<file path="config.mk">
export PLATFORM = sky130hd
export DESIGN_NAME = process_slot_table_unit_flat
export DESIGN_NICKNAME = d
export VERILOG_FILES = /design/src/hdl/pst_pkg.sv /design/src/hdl/pst_if.sv /design/src/hdl/pst_ctrl.sv /design/src/hdl/pst_dp.sv /design/src/hdl/process_slot_table_unit.sv /design/src/flat_wrapper.sv
export SDC_FILE = /design/constraint.sdc
export NUM_CORES = 2
export LEC_CHECK = 0
export BUFFER_PORTS_ARGS = -buffer_cell sky130_fd_sc_hd__buf_2
export CELL_PAD_IN_SITES_DETAIL_PLACEMENT = 1
export CELL_PAD_IN_SITES_GLOBAL_PLACEMENT = 2
export CORE_AREA = 5 5 484 486
export CTS_CLUSTER_DIAMETER = 150
export CTS_CLUSTER_SIZE = 20
export DETAILED_ROUTE_END_ITERATION = 10
export DIE_AREA = 0 0 489 491
export PLACE_DENSITY = 0.68
export SETUP_SLACK_MARGIN = 0.3
export SLEW_MARGIN = 20
export SYNTH_ARGS = -nofsm -noshare
export SYNTH_HDL_FRONTEND = slang
export SYNTH_SLANG_ARGS = --single-unit
</file>
<file path="constraint.sdc">
create_clock -name i_clk -period 10.4 [get_ports i_clk]
set_clock_uncertainty 0.05 [all_clocks]
set_input_delay 2.08 -clock i_clk [delete_from_list [all_inputs] [get_ports i_clk]]
set_output_delay 2.08 -clock i_clk [all_outputs]
set_load 0.05 [all_outputs]
</file>
<file path="src/hdl/pst_pkg.sv">
// -----------------------------------------------------------------------------
// Process slot table package
// Shared constants, codes and the command and status records that pass
// between the controller and the datapath.
// -----------------------------------------------------------------------------
package pst_pkg;

    localparam int SLOTS   = 64;
    localparam int IDX_W   = $clog2(SLOTS);
    localparam int FIELD_W = 7;
    localparam int TID_W   = 32;

    localparam logic [TID_W-1:0] IDLE_TID = TID_W'(1);

    typedef enum logic [1:0] {
        OP_INSERT = 2'd0,
        OP_FIND   = 2'd1,
        OP_REMOVE = 2'd2,
        OP_LOOKUP = 2'd3
    } t_op;

    typedef enum logic [1:0] {
        ST_OK        = 2'd0,
        ST_FULL      = 2'd1,
        ST_NOT_FOUND = 2'd2,
        ST_IDLE      = 2'd3
    } t_status;

    typedef enum logic [2:0] {
        S_IDLE,
        S_DECODE,
        S_INS_SCAN,
        S_RD_SLOT,
        S_LK_RD,
        S_LK_CMP,
        S_DONE
    } t_state;

    // Which result the datapath stages for the current transaction.
    typedef enum logic [2:0] {
        RES_NONE,
        RES_FULL,
        RES_NOT_FOUND,
        RES_IDLE,
        RES_INSERT,
        RES_SLOT_READ,
        RES_LOOKUP
    } t_res;

    typedef struct packed {
        logic load;        // capture the accepted request
        logic ins_write;   // fill the hinted slot
        logic scan_start;  // start the lookup scan at slot zero
        logic idx_inc;     // advance the scan index with wrap
        logic hint_idx;    // hint takes the scan index
        logic rd_en;       // read the tid memory
        logic rd_slot;     // read address is the requested slot
        logic rem_commit;  // clear the requested slot
        t_res res;
        logic out_load;    // move the staged result to the output register
    } t_dp_cmd;

    typedef struct packed {
        t_op  op;
        logic full;
        logic last_free;
        logic slot_ok;
        logic idle_tid;
        logic cur_empty;
        logic idx_last;
        logic match;
        logic out_free;
    } t_dp_sts;

endpackage

</file>
<file path="src/hdl/pst_if.sv">
// -----------------------------------------------------------------------------
// Process slot table channels
// Request and response channels with a valid and ready handshake.
// -----------------------------------------------------------------------------
interface pst_req_if;
    logic                         valid;
    logic                         ready;
    logic [1:0]                   op;
    logic [pst_pkg::FIELD_W-1:0]  slot;
    logic [pst_pkg::TID_W-1:0]    tid;

    modport source (output valid, output op, output slot, output tid, input ready);
    modport sink   (input valid, input op, input slot, input tid, output ready);
endinterface

interface pst_rsp_if;
    logic                         valid;
    logic                         ready;
    logic [1:0]                   status;
    logic [pst_pkg::FIELD_W-1:0]  result_slot;
    logic [pst_pkg::TID_W-1:0]    result_tid;
    logic [pst_pkg::FIELD_W-1:0]  free_count;
    logic [pst_pkg::FIELD_W-1:0]  next_free;

    modport source (output valid, output status, output result_slot, output result_tid,
                    output free_count, output next_free, input ready);
    modport sink   (input valid, input status, input result_slot, input result_tid,
                    input free_count, input next_free, output ready);
endinterface

</file>
<file path="src/hdl/pst_ctrl.sv">
// -----------------------------------------------------------------------------
// Process slot table controller
// Sequences one transaction at a time through decode, scans and reads.
// -----------------------------------------------------------------------------
module pst_ctrl (
    input  logic             i_clk,
    input  logic             i_rst_n,
    input  logic             i_in_valid,
    output logic             o_in_ready,
    input  pst_pkg::t_dp_sts i_sts,
    output pst_pkg::t_dp_cmd o_cmd
);

    pst_pkg::t_state r_state;
    pst_pkg::t_state n_state;

    always_ff @(posedge i_clk) begin
        if (!i_rst_n) begin
            r_state <= pst_pkg::S_IDLE;
        end else begin
            r_state <= n_state;
        end
    end

    always_comb begin
        n_state = r_state;
        case (r_state)
            pst_pkg::S_IDLE: begin
                if (i_in_valid) n_state = pst_pkg::S_DECODE;
            end
            pst_pkg::S_DECODE: begin
                case (i_sts.op)
                    pst_pkg::OP_INSERT: begin
                        if (i_sts.full || i_sts.last_free) n_state = pst_pkg::S_DONE;
                        else n_state = pst_pkg::S_INS_SCAN;
                    end
                    pst_pkg::OP_FIND, pst_pkg::OP_REMOVE: begin
                        if (i_sts.slot_ok) n_state = pst_pkg::S_RD_SLOT;
                        else n_state = pst_pkg::S_DONE;
                    end
                    default: begin
                        if (i_sts.idle_tid) n_state = pst_pkg::S_DONE;
                        else n_state = pst_pkg::S_LK_RD;
                    end
                endcase
            end
            pst_pkg::S_INS_SCAN: begin
                if (i_sts.cur_empty) n_state = pst_pkg::S_DONE;
            end
            pst_pkg::S_RD_SLOT: n_state = pst_pkg::S_DONE;
            pst_pkg::S_LK_RD:   n_state = pst_pkg::S_LK_CMP;
            pst_pkg::S_LK_CMP: begin
                if (i_sts.match || i_sts.idx_last) n_state = pst_pkg::S_DONE;
                else n_state = pst_pkg::S_LK_RD;
            end
            pst_pkg::S_DONE: begin
                if (i_sts.out_free) n_state = pst_pkg::S_IDLE;
            end
            default: n_state = pst_pkg::S_IDLE;
        endcase
    end

    always_comb begin
        o_cmd      = '0;
        o_cmd.res  = pst_pkg::RES_NONE;
        o_in_ready = 1'b0;
        case (r_state)
            pst_pkg::S_IDLE: begin
                o_in_ready = 1'b1;
                o_cmd.load = i_in_valid;
            end
            pst_pkg::S_DECODE: begin
                case (i_sts.op)
                    pst_pkg::OP_INSERT: begin
                        if (i_sts.full) begin
                            o_cmd.res = pst_pkg::RES_FULL;
                        end else begin
                            o_cmd.ins_write = 1'b1;
                            o_cmd.res       = pst_pkg::RES_INSERT;
                        end
                    end
                    pst_pkg::OP_FIND, pst_pkg::OP_REMOVE: begin
                        if (i_sts.slot_ok) begin
                            o_cmd.rd_en   = 1'b1;
                            o_cmd.rd_slot = 1'b1;
                        end else begin
                            o_cmd.res = pst_pkg::RES_NOT_FOUND;
                        end
                    end
                    default: begin
                        if (i_sts.idle_tid) o_cmd.res = pst_pkg::RES_IDLE;
                        else o_cmd.scan_start = 1'b1;
                    end
                endcase
            end
            pst_pkg::S_INS_SCAN: begin
                if (i_sts.cur_empty) o_cmd.hint_idx = 1'b1;
                else o_cmd.idx_inc = 1'b1;
            end
            pst_pkg::S_RD_SLOT: begin
                o_cmd.res        = pst_pkg::RES_SLOT_READ;
                o_cmd.rem_commit = (i_sts.op == pst_pkg::OP_REMOVE);
            end
            pst_pkg::S_LK_RD: begin
                o_cmd.rd_en = 1'b1;
            end
            pst_pkg::S_LK_CMP: begin
                if (i_sts.match) begin
                    o_cmd.res = pst_pkg::RES_LOOKUP;
                end else if (i_sts.idx_last) begin
                    o_cmd.res = pst_pkg::RES_NOT_FOUND;
                end else begin
                    o_cmd.idx_inc = 1'b1;
                end
            end
            pst_pkg::S_DONE: begin
                o_cmd.out_load = i_sts.out_free;
            end
            default: begin
                o_in_ready = 1'b0;
            end
        endcase
    end

endmodule

</file>
<file path="src/hdl/pst_dp.sv">
// -----------------------------------------------------------------------------
// Process slot table datapath
// Valid marks, tid memory, free count, next-free hint, scan index, result
// staging and the output register.
// -----------------------------------------------------------------------------
module pst_dp (
    input  logic                         i_clk,
    input  logic                         i_rst_n,
    input  pst_pkg::t_dp_cmd             i_cmd,
    output pst_pkg::t_dp_sts             o_sts,
    input  logic [1:0]                   i_op,
    input  logic [pst_pkg::FIELD_W-1:0]  i_slot,
    input  logic [pst_pkg::TID_W-1:0]    i_tid,
    input  logic                         i_out_ready,
    output logic                         o_out_valid,
    output logic [1:0]                   o_status,
    output logic [pst_pkg::FIELD_W-1:0]  o_result_slot,
    output logic [pst_pkg::TID_W-1:0]    o_result_tid,
    output logic [pst_pkg::FIELD_W-1:0]  o_free_count,
    output logic [pst_pkg::FIELD_W-1:0]  o_next_free
);

    localparam logic [pst_pkg::FIELD_W-1:0] SLOTS_F = pst_pkg::FIELD_W'(pst_pkg::SLOTS);
    localparam logic [pst_pkg::IDX_W-1:0]   LAST_IDX = pst_pkg::IDX_W'(pst_pkg::SLOTS - 1);

    logic [pst_pkg::SLOTS-1:0]   r_valid;
    logic [pst_pkg::TID_W-1:0]   r_mem [pst_pkg::SLOTS];
    logic [pst_pkg::TID_W-1:0]   r_rd_data;
    logic [pst_pkg::FIELD_W-1:0] r_count;
    logic [pst_pkg::FIELD_W-1:0] r_hint;
    logic [pst_pkg::IDX_W-1:0]   r_idx;

    pst_pkg::t_op                r_op;
    logic [pst_pkg::FIELD_W-1:0] r_slot;
    logic [pst_pkg::TID_W-1:0]   r_tid;

    pst_pkg::t_status            r_res_status;
    logic [pst_pkg::FIELD_W-1:0] r_res_slot;
    logic [pst_pkg::TID_W-1:0]   r_res_tid;

    logic                        r_out_valid;
    pst_pkg::t_status            r_out_status;
    logic [pst_pkg::FIELD_W-1:0] r_out_slot;
    logic [pst_pkg::TID_W-1:0]   r_out_tid;
    logic [pst_pkg::FIELD_W-1:0] r_out_count;
    logic [pst_pkg::FIELD_W-1:0] r_out_hint;

    logic [pst_pkg::IDX_W-1:0]   w_hint_idx;
    logic [pst_pkg::IDX_W-1:0]   w_slot_idx;
    logic [pst_pkg::IDX_W-1:0]   w_hint_next;
    logic [pst_pkg::IDX_W-1:0]   w_idx_next;
    logic [pst_pkg::IDX_W-1:0]   w_rd_addr;

    assign w_hint_idx  = r_hint[pst_pkg::IDX_W-1:0];
    assign w_slot_idx  = r_slot[pst_pkg::IDX_W-1:0];
    assign w_hint_next = (w_hint_idx == LAST_IDX) ? '0 : w_hint_idx + 1'b1;
    assign w_idx_next  = (r_idx == LAST_IDX) ? '0 : r_idx + 1'b1;
    assign w_rd_addr   = i_cmd.rd_slot ? w_slot_idx : r_idx;

    always_comb begin
        o_sts.op        = r_op;
        o_sts.full      = (r_count == '0) || (r_hint >= SLOTS_F);
        o_sts.last_free = (r_count == pst_pkg::FIELD_W'(1));
        o_sts.slot_ok   = (r_slot < SLOTS_F) && r_valid[w_slot_idx];
        o_sts.idle_tid  = (r_tid == pst_pkg::IDLE_TID);
        o_sts.cur_empty = !r_valid[r_idx];
        o_sts.idx_last  = (r_idx == LAST_IDX);
        o_sts.match     = r_valid[r_idx] && (r_rd_data == r_tid);
        o_sts.out_free  = !r_out_valid || i_out_ready;
    end

    // Tid memory: one write port for inserts, one registered read port.
    always_ff @(posedge i_clk) begin
        if (i_cmd.ins_write) r_mem[w_hint_idx] <= r_tid;
        if (i_cmd.rd_en) r_rd_data <= r_mem[w_rd_addr];
    end

    always_ff @(posedge i_clk) begin
        if (!i_rst_n) begin
            r_valid <= '0;
            r_count <= SLOTS_F;
            r_hint  <= '0;
        end else begin
            if (i_cmd.ins_write) begin
                r_valid[w_hint_idx] <= 1'b1;
                r_count             <= r_count - 1'b1;
                // No hint until the forward scan finds an empty slot or a remove frees one.
                r_hint              <= SLOTS_F;
            end
            if (i_cmd.hint_idx) begin
                r_hint <= {1'b0, r_idx};
            end
            if (i_cmd.rem_commit) begin
                r_valid[w_slot_idx] <= 1'b0;
                r_count             <= r_count + 1'b1;
                r_hint              <= r_slot;
            end
        end
    end

    always_ff @(posedge i_clk) begin
        if (i_cmd.load) begin
            r_op   <= pst_pkg::t_op'(i_op);
            r_slot <= i_slot;
            r_tid  <= i_tid;
        end
        if (i_cmd.ins_write) begin
            r_idx <= w_hint_next;
        end else if (i_cmd.scan_start) begin
            r_idx <= '0;
        end else if (i_cmd.idx_inc) begin
            r_idx <= w_idx_next;
        end
    end

    always_ff @(posedge i_clk) begin
        case (i_cmd.res)
            pst_pkg::RES_FULL: begin
                r_res_status <= pst_pkg::ST_FULL;
                r_res_slot   <= '0;
                r_res_tid    <= '0;
            end
            pst_pkg::RES_NOT_FOUND: begin
                r_res_status <= pst_pkg::ST_NOT_FOUND;
                r_res_slot   <= '0;
                r_res_tid    <= '0;
            end
            pst_pkg::RES_IDLE: begin
                r_res_status <= pst_pkg::ST_IDLE;
                r_res_slot   <= SLOTS_F;
                r_res_tid    <= '0;
            end
            pst_pkg::RES_INSERT: begin
                r_res_status <= pst_pkg::ST_OK;
                r_res_slot   <= r_hint;
                r_res_tid    <= r_tid;
            end
            pst_pkg::RES_SLOT_READ: begin
                r_res_status <= pst_pkg::ST_OK;
                r_res_slot   <= r_slot;
                r_res_tid    <= r_rd_data;
            end
            pst_pkg::RES_LOOKUP: begin
                r_res_status <= pst_pkg::ST_OK;
                r_res_slot   <= {1'b0, r_idx};
                r_res_tid    <= r_tid;
            end
            default: begin
                r_res_status <= r_res_status;
            end
        endcase
    end

    // Output register: holds a finished result while a new request is taken.
    always_ff @(posedge i_clk) begin
        if (!i_rst_n) begin
            r_out_valid <= 1'b0;
        end else if (i_cmd.out_load) begin
            r_out_valid <= 1'b1;
        end else if (i_out_ready) begin
            r_out_valid <= 1'b0;
        end
    end

    always_ff @(posedge i_clk) begin
        if (i_cmd.out_load) begin
            r_out_status <= r_res_status;
            r_out_slot   <= r_res_slot;
            r_out_tid    <= r_res_tid;
            r_out_count  <= r_count;
            r_out_hint   <= r_hint;
        end
    end

    assign o_out_valid   = r_out_valid;
    assign o_status      = r_out_status;
    assign o_result_slot = r_out_slot;
    assign o_result_tid  = r_out_tid;
    assign o_free_count  = r_out_count;
    assign o_next_free   = r_out_hint;

`ifndef SYNTH
    // The free count always agrees with the number of empty slots.
    a_count_matches_marks: assert property (@(posedge i_clk) disable iff (!i_rst_n)
        ($countones(r_valid) + int'(r_count)) == pst_pkg::SLOTS)
        else $error("free count disagrees with valid marks");

    // A hint that names a slot always names an empty one.
    a_hint_points_empty: assert property (@(posedge i_clk) disable iff (!i_rst_n)
        (r_hint < SLOTS_F) |-> !r_valid[w_hint_idx])
        else $error("next-free hint names an occupied slot");

    // A full report is only given when no slot is empty and no hint exists.
    a_full_consistent: assert property (@(posedge i_clk) disable iff (!i_rst_n)
        (r_out_valid && r_out_status == pst_pkg::ST_FULL)
            |-> (r_out_count == '0 && r_out_hint == SLOTS_F))
        else $error("table full reported with empty slots left");
`endif

endmodule

</file>
<file path="src/hdl/process_slot_table_unit.sv">
// -----------------------------------------------------------------------------
// Process slot table unit
// Slot allocator with a next-free hint and a tid search, one transaction at
// a time.
// -----------------------------------------------------------------------------
// A request is taken whenever the unit is idle, even while the previous
// result still waits in the output register. Find and remove read the
// requested slot, and a full insert or an idle-thread lookup ends at decode.
// An insert that leaves free slots then scans the valid marks forward one
// slot a cycle to the next empty slot. A tid lookup reads the tid memory
// one slot at a time from slot zero through its single registered read port,
// reads and then compares each slot, and stops at a match or the last slot.
module process_slot_table_unit (
    input  logic      i_clk,
    input  logic      i_rst_n,
    pst_req_if.sink   i_req,
    pst_rsp_if.source o_rsp
);

    pst_pkg::t_dp_cmd w_cmd;
    pst_pkg::t_dp_sts w_sts;
    logic             w_in_ready;

    assign i_req.ready = w_in_ready;

    pst_ctrl u_ctrl (
        .i_clk      (i_clk),
        .i_rst_n    (i_rst_n),
        .i_in_valid (i_req.valid),
        .o_in_ready (w_in_ready),
        .i_sts      (w_sts),
        .o_cmd      (w_cmd)
    );

    pst_dp u_dp (
        .i_clk         (i_clk),
        .i_rst_n       (i_rst_n),
        .i_cmd         (w_cmd),
        .o_sts         (w_sts),
        .i_op          (i_req.op),
        .i_slot        (i_req.slot),
        .i_tid         (i_req.tid),
        .i_out_ready   (o_rsp.ready),
        .o_out_valid   (o_rsp.valid),
        .o_status      (o_rsp.status),
        .o_result_slot (o_rsp.result_slot),
        .o_result_tid  (o_rsp.result_tid),
        .o_free_count  (o_rsp.free_count),
        .o_next_free   (o_rsp.next_free)
    );

endmodule
</file>
<file path="src/flat_wrapper.sv">
// flat-port wrapper written by rule: the top's interface ports become plain ports
module process_slot_table_unit_flat 
  (i_clk, i_rst_n, i_req_valid, i_req_op, i_req_slot, i_req_tid, i_req_ready, o_rsp_valid, o_rsp_status, o_rsp_result_slot, o_rsp_result_tid, o_rsp_free_count, o_rsp_next_free, o_rsp_ready);
  pst_req_if i_req_i ();
  pst_rsp_if o_rsp_i ();
  input  logic i_clk;
  input  logic i_rst_n;
  input wire logic [$bits(i_req_i.valid)-1:0] i_req_valid;
  input wire logic [$bits(i_req_i.op)-1:0] i_req_op;
  input wire logic [$bits(i_req_i.slot)-1:0] i_req_slot;
  input wire logic [$bits(i_req_i.tid)-1:0] i_req_tid;
  output wire logic [$bits(i_req_i.ready)-1:0] i_req_ready;
  output wire logic [$bits(o_rsp_i.valid)-1:0] o_rsp_valid;
  output wire logic [$bits(o_rsp_i.status)-1:0] o_rsp_status;
  output wire logic [$bits(o_rsp_i.result_slot)-1:0] o_rsp_result_slot;
  output wire logic [$bits(o_rsp_i.result_tid)-1:0] o_rsp_result_tid;
  output wire logic [$bits(o_rsp_i.free_count)-1:0] o_rsp_free_count;
  output wire logic [$bits(o_rsp_i.next_free)-1:0] o_rsp_next_free;
  input wire logic [$bits(o_rsp_i.ready)-1:0] o_rsp_ready;
  assign i_req_i.valid = i_req_valid;
  assign i_req_i.op = i_req_op;
  assign i_req_i.slot = i_req_slot;
  assign i_req_i.tid = i_req_tid;
  assign i_req_ready = i_req_i.ready;
  assign o_rsp_valid = o_rsp_i.valid;
  assign o_rsp_status = o_rsp_i.status;
  assign o_rsp_result_slot = o_rsp_i.result_slot;
  assign o_rsp_result_tid = o_rsp_i.result_tid;
  assign o_rsp_free_count = o_rsp_i.free_count;
  assign o_rsp_next_free = o_rsp_i.next_free;
  assign o_rsp_i.ready = o_rsp_ready;
  process_slot_table_unit u_core (.i_clk(i_clk), .i_rst_n(i_rst_n), .i_req(i_req_i), .o_rsp(o_rsp_i));
endmodule
</file>
Yosys cells after proc, flatten, opt, wreduce, memory -nomap -nowiden
Memory sizes are Yosys's and may differ from the RTL's. A register that Yosys moved wholly into a read port is not among the register bits. Index checks and enable logic that the tools add are counted.

Register bits after elaboration: 225. Latch bits: 0. RAM bits: 2048. ROM bits: 0. Input port bits: 45. Output and inout bits: 57. Word-level logic and storage cells: 144. Memories: 1.

Add/subtract/negate cells: 4. $mul: 0. Div/mod/pow operators: 0. $lt $le $gt $ge: 7. Equality and inequality tests: 22. Shift operators: 0. Multiplexer cells: 64. Bitwise operators: 3. Reductions and logical operators: 26.

Memory list: u_core.u_dp.r_mem (words 64, bits a word 32, rd ports 1, clocked after Yosys merged registers in 1, wr ports 1, RTL line pst_dp.sv:27) `logic [pst_pkg::TID_W-1:0] r_mem [pst_pkg::SLOTS];`.

Operators with widths (count): 2-to-1 mux 64 bit (3); case mux 32 bit (3 select lines) (1); bitwise AND 64 bit (1); NOT 64 bit (1); bitwise OR 64 bit (1); 2-to-1 mux 6 bit (6); 2-to-1 mux 7 bit (5); case mux 7 bit (5 select lines) (1); equality test 32 x 1 -> 1 bit (second input constant) (1); equality test 32 bit (1); 2-to-1 mux 1 bit (22); < comparator 6 x 7 -> 1 bit (second input constant) (3); 2-to-1 mux 3 bit (7); case mux 3 bit (7 select lines) (1); equality test 3 bit (second input constant) (6); 2-to-1 mux 2 bit (8); adder 6 x 1 -> 6 bit (second input constant) (2); binary-select mux 1 bit (select 6 bit) (2); demux 1 bit (select 6 bit) (2); equality test 3 x 2 -> 1 bit (second input constant) (4); equality test 6 bit (second input constant) (2); >= comparator 6 x 1 -> 1 bit (second input constant) (2); case mux 3 bit (2 select lines) (2); case mux 3 bit (3 select lines) (1); 24 further kinds (41).

Depth between registers and ports, before layout
Depth after elaboration: 9. Mapped depth: 18. Gate-level depth less buffers: 12.

Hierarchy
From an unflattened synthesis, not the netlist that was laid out.

Cells, all modules: 8239. Area total of the unflattened synthesis: 104196.2 µm².

Modules (own cells, without submodules): pst_dp (times used 1, cells an instance 8181, area an instance 103785.8 µm², seq. area each 68335.5 µm²); pst_ctrl (times used 1, cells an instance 58, area an instance 410.4 µm², seq. area each 60.1 µm²).

Worst setup path after synthesis
No wires, ideal clock.

Path kind: input -> register. From: in o_rsp_ready. To: reg u_core.u_dp.r_out_count (netlist bit u_core.u_dp.o_free_count[0]) (enable). Library setup time: 474 ps. Arrival: 4675 ps. Data required time: 9876 ps. Path slack: 5201 ps. Cell stages on the path: 2. Path buffers: 0. Path through: nand2b_1 nor2b_1.

RTL lines: from (decl) (RTL line flat_wrapper.sv:19) `input wire logic [$bits(o_rsp_i.ready)-1:0] o_rsp_ready;`; to (signal assigned) (RTL line pst_dp.sv:170) `r_out_count <= r_count;`; to (decl) (RTL line pst_dp.sv:45) `logic [pst_pkg::FIELD_W-1:0] r_out_count;`.

Worst setup path in the final report
From: reg u_core.u_dp.r_slot[0] (netlist bit). To: reg u_core.u_dp.r_rd_data[8] (netlist bit) (read register of u_core.u_dp.r_mem) (data pin).

Word-level cells in the longest chain between the ends: 7. Elaborated cells between the ends (all ways): 9. Those cells by class: 1 x order compare; 7 x mux; 1 x reduce/logical.

Ends and longest elaborated chain: from (decl) (RTL line pst_dp.sv:34) `logic [pst_pkg::FIELD_W-1:0] r_slot;`; from (signal assigned) (RTL line pst_dp.sv:104) `r_slot <= i_slot;`; binary-select mux 1 bit (select 6 bit) (RTL line pst_dp.sv:64) `o_sts.slot_ok = (r_slot < SLOTS_F) && r_valid[w_slot_idx];`; 2-to-1 mux 1 bit (implied by the code) (RTL line pst_dp.sv:64); logical AND 1 bit (RTL line pst_dp.sv:64); 2-to-1 mux 2 bit (RTL line pst_ctrl.sv:83) `if (i_sts.slot_ok) begin`; 2-to-1 mux 2 bit (RTL line pst_ctrl.sv:73) `case (i_sts.op)`; 2-to-1 mux 1 bit (RTL line pst_ctrl.sv:67) `case (r_state)`; 2-to-1 mux 6 bit (RTL line pst_dp.sv:58) `assign w_rd_addr = i_cmd.rd_slot ? w_slot_idx : r_idx;`; to (decl) (RTL line pst_dp.sv:28) `logic [pst_pkg::TID_W-1:0] r_rd_data;`.

Several ways; a longest one is shown, not always the timed one. The select of a mux whose other input is x is not followed. A chain may end at the register's enable or synchronous reset.

==> reports/qor.txt <==
Status = finished, final reports clean
First-pass GRT wire length = 447000 um
Post-synth EDFFs = 2223
Post-route setup TNS = 0 ps
Post-synth top area cell = edfxtp_1
Endpoints failing setup = 0
Rel. slew slack = 0.188
Clk Latency, worst-skew pair = 850 ps
Filler cells = 22500
Top post-synthesis cells by area = edfxtp_1 73%, nand2_1 5.1%, mux2i_1 3.4%
Worst min-delay path category = register to register
Area of the multi-input gates = 21400 sq um
Max cap viols = 0
Initial antenna violation count = 20
Post-Syn Area = 91100 sq um
Via Count = 57100
DP Wirelength = 169000 um
IO Count = 102
Placement Setup Slack = 3350 ps
Top cell type's share of synthesized area = 0.733
Power density over the cells = 221 nW/um^2
DP Area = 95700 sq um
Crit-path max FO = 127
DR iter-0 viols = 7199
Met1 Usage GRT = 0.375
Final min period = 7160 ps
GRT busiest layer = met2
CTS tree = done
Post-synthesis async set-or-reset flop share = 0
Measured slew at the worst slew-check pin = 1220 ps
GRT met2 Usage = 0.411
Largest net degree at the start of global routing = 139
CP most frequent cell = a31oi_1
Vias in the first global route = 57100
Clk root buf = clkbuf_16
Die width = 489 um
Pins Over Slew Limit = 0
Arr. time, crit path = 7700 ps
Slowest-stage cell, CP = edfxtp_1
Nets = 6247
Avg Inst Size Synth = 14.7 sq um
Hold Buf Count CTS = 0
Postcts setup bufs = 0
Commonest cells post-synth = 2223 x edfxtp_1, 1246 x nand2_1, 316 x nand3_1, 308 x mux2i_1, 307 x a21oi_1
Slowest Stage Delay on Critical Path = 1050 ps
Share of cells above drive strength 1 = 0.105
Core area = 229000 sq um
DRC viols = 0
Post-layout util = 0.434
RSZ-0062 raised after global routing = false
Power consumption = 22.0 mW
Clock slew at reported path FFs = 90 ps
Number of port buffers = 101
Leakage = 31.9 nW
Overflow left after global routing = 0
M3 GR Usage = 0.0395
Ys flop type = edfxtp_1
Syn_nets = 6263
Die ar. = 240000 sq um
Fmax = 140 MHz
Tcrit/Tclk final = 0.688
Clock tree buffer depth = 3
GPL Wtd Cong = 0.836
Vias per cell = 6.16
Drt first pass iters = 6
Wire per inst = 34.6 um
Post-DRT Antenna Nets = 0
Clk sinks = 2305
Top-count cell post-synth = edfxtp_1
Setup slack after layout = 3240 ps
Worst Setup Start Kind = register
Fin. Hold Viols = 0
Cell Rows = 176
Num CTS Buffers = 133
Register area = 68400 sq um
Critical path, cell by cell = nor2_1 -> a22o_1 -> a31oi_1 -> a21oi_1 -> or4_4 -> o2111ai_4 -> mux2i_4 -> buf_12 -> buf_4 -> a31oi_1 -> a32oi_1 -> nand4_1 -> and3_1
Cell count after synthesis = 6210
Crit end category = register
Netlist cell types = 74
Design area = 99500 sq um
P&R area growth vs syn = 9.23%
Sequential cell area fraction in the yosys report = 0.751
CP Class = register to register
Die Y = 491 um
Post-CTS sizing = 0
Total Wirelength = 321000 um
Synthesized flop and latch total = 2305
Tot GR Track Use = 0.261
Peak VDD IR = 0.215 mV
# H-tree levels = 4
Critical Path RT = 10940 ps
Yosys warns = 0
Initial core utilization = 0.397
## metrics by stage
step	cells	hold slack [ps]
2_1_floorplan	6210	350
3_3_place_gp	9084	354
6_report	9261	373
3_5_place_dp	9085	356
4_1_cts	9254	375
5_1_grt	9255	383
## per-layer routing
layer / part of all wire / up-vias / wire length [um]
li1: - / 23800 / -
met5: 0.000097 / - / 31
met1: 0.43 / 30400 / 137000
met4: 0.034 / 4 / 10900
met2: 0.46 / 2360 / 149000
met3: 0.076 / 458 / 24500
## layout by cell type, fill, tap and decap left out, drive strengths merged, types with 14 or more instances in the layout
cell type	Yosys	layout
a211oi	101	101
a21oi	307	307
a221oi	78	78
a22o	41	41
a22oi	35	35
a311oi	85	85
a31oi	58	58
a32oi	35	35
and3	127	127
buf	215	281
clkbuf	217	159
dfxtp	82	82
edfxtp	2223	2223
inv	16	22
mux2	18	18
mux2i	308	308
mux4	22	22
nand2	1246	1246
nand3	316	316
nand4	40	40
nor2	112	112
nor3	25	25
nor4	73	73
o21ai	23	23
o221a	65	65
o22ai	98	98
o32ai	14	14
o41ai	40	40
xnor2	41	41
## layout make-up
cell class              count  area share
flip-flops and latches   2305       0.688
multi-input cells        3456       0.215
well taps                3026      0.0381
clock buffers             159      0.0357
repair buffers            281      0.0211
clock inverters            10     0.00155
inverters                  17    0.000642
diodes                      7    0.000176
## where the power goes
| group | switching [mW] | leakage [nW] | internal (mW) | total [mW] |
|---|---|---|---|---|
| combinational | 4.03 | 9.44 | 1.42 | 5.44 |
| sequential | 0.260 | 20.7 | 10.8 | 11.1 |
| clock | 3.03 | 1.81 | 2.46 | 5.49 |
## cell families (layout without fill, tap and decap cells)
kind of cell / count (synthesis) / count (layout) / share of synthesized area
other: 0 / 7 / 0
buffers and inverters: 449 / 467 / 0.0215
DFF: 2305 / 2305 / 0.751
muxes: 348 / 348 / 0.0417
xor gates and xnor gates: 45 / 45 / 0.00433
adders and majority gates: 8 / 8 / 0.00110
and+or+nand+nor: 1997 / 1997 / 0.0959
AOI/OAI and AO/OA: 1058 / 1058 / 0.0844
## worst max-delay path: cells and delay by family, from the launching register on
kind / cells / cell delay, ps
AND/OR/NAND/NOR: 4 / 2120
AO/OA/AOI/OAI: 6 / 1750
buffers and inverters: 2 / 1170
flip-flops: 1 / 1050
multiplexers: 1 / 490
## path summary, 6_finish.rpt
check / endpoint / cells past startpoint / slack [ps] / from
worst max-delay path: u_core.u_dp.r_rd_data[8]$_DFFE_PP_ / 13 / 3240 / u_core.u_dp.r_slot[0]$_DFFE_PP_
worst min-delay path: u_core.u_dp.o_result_tid[7]$_DFFE_PP_ / 0 / 370 / u_core.u_dp.r_res_tid[7]$_DFFE_PP_
worst max register to register: u_core.u_dp.r_rd_data[8]$_DFFE_PP_ / 13 / 3240 / u_core.u_dp.r_slot[0]$_DFFE_PP_
worst min register to register: u_core.u_dp.o_result_tid[7]$_DFFE_PP_ / 0 / 370 / u_core.u_dp.r_res_tid[7]$_DFFE_PP_
## flip-flops by register name, summed over array words and instances, names as in the netlist, 32 cells and up
name	flops
u_core.u_dp.r_tid	32
u_core.u_dp.r_valid	64
u_core.u_dp.r_rd_data	32
u_core.u_dp.o_result_tid	32
u_core.u_dp.r_mem	2048
u_core.u_dp.r_res_tid	32
No activity file was read; power rests on OpenSTA's default activity.
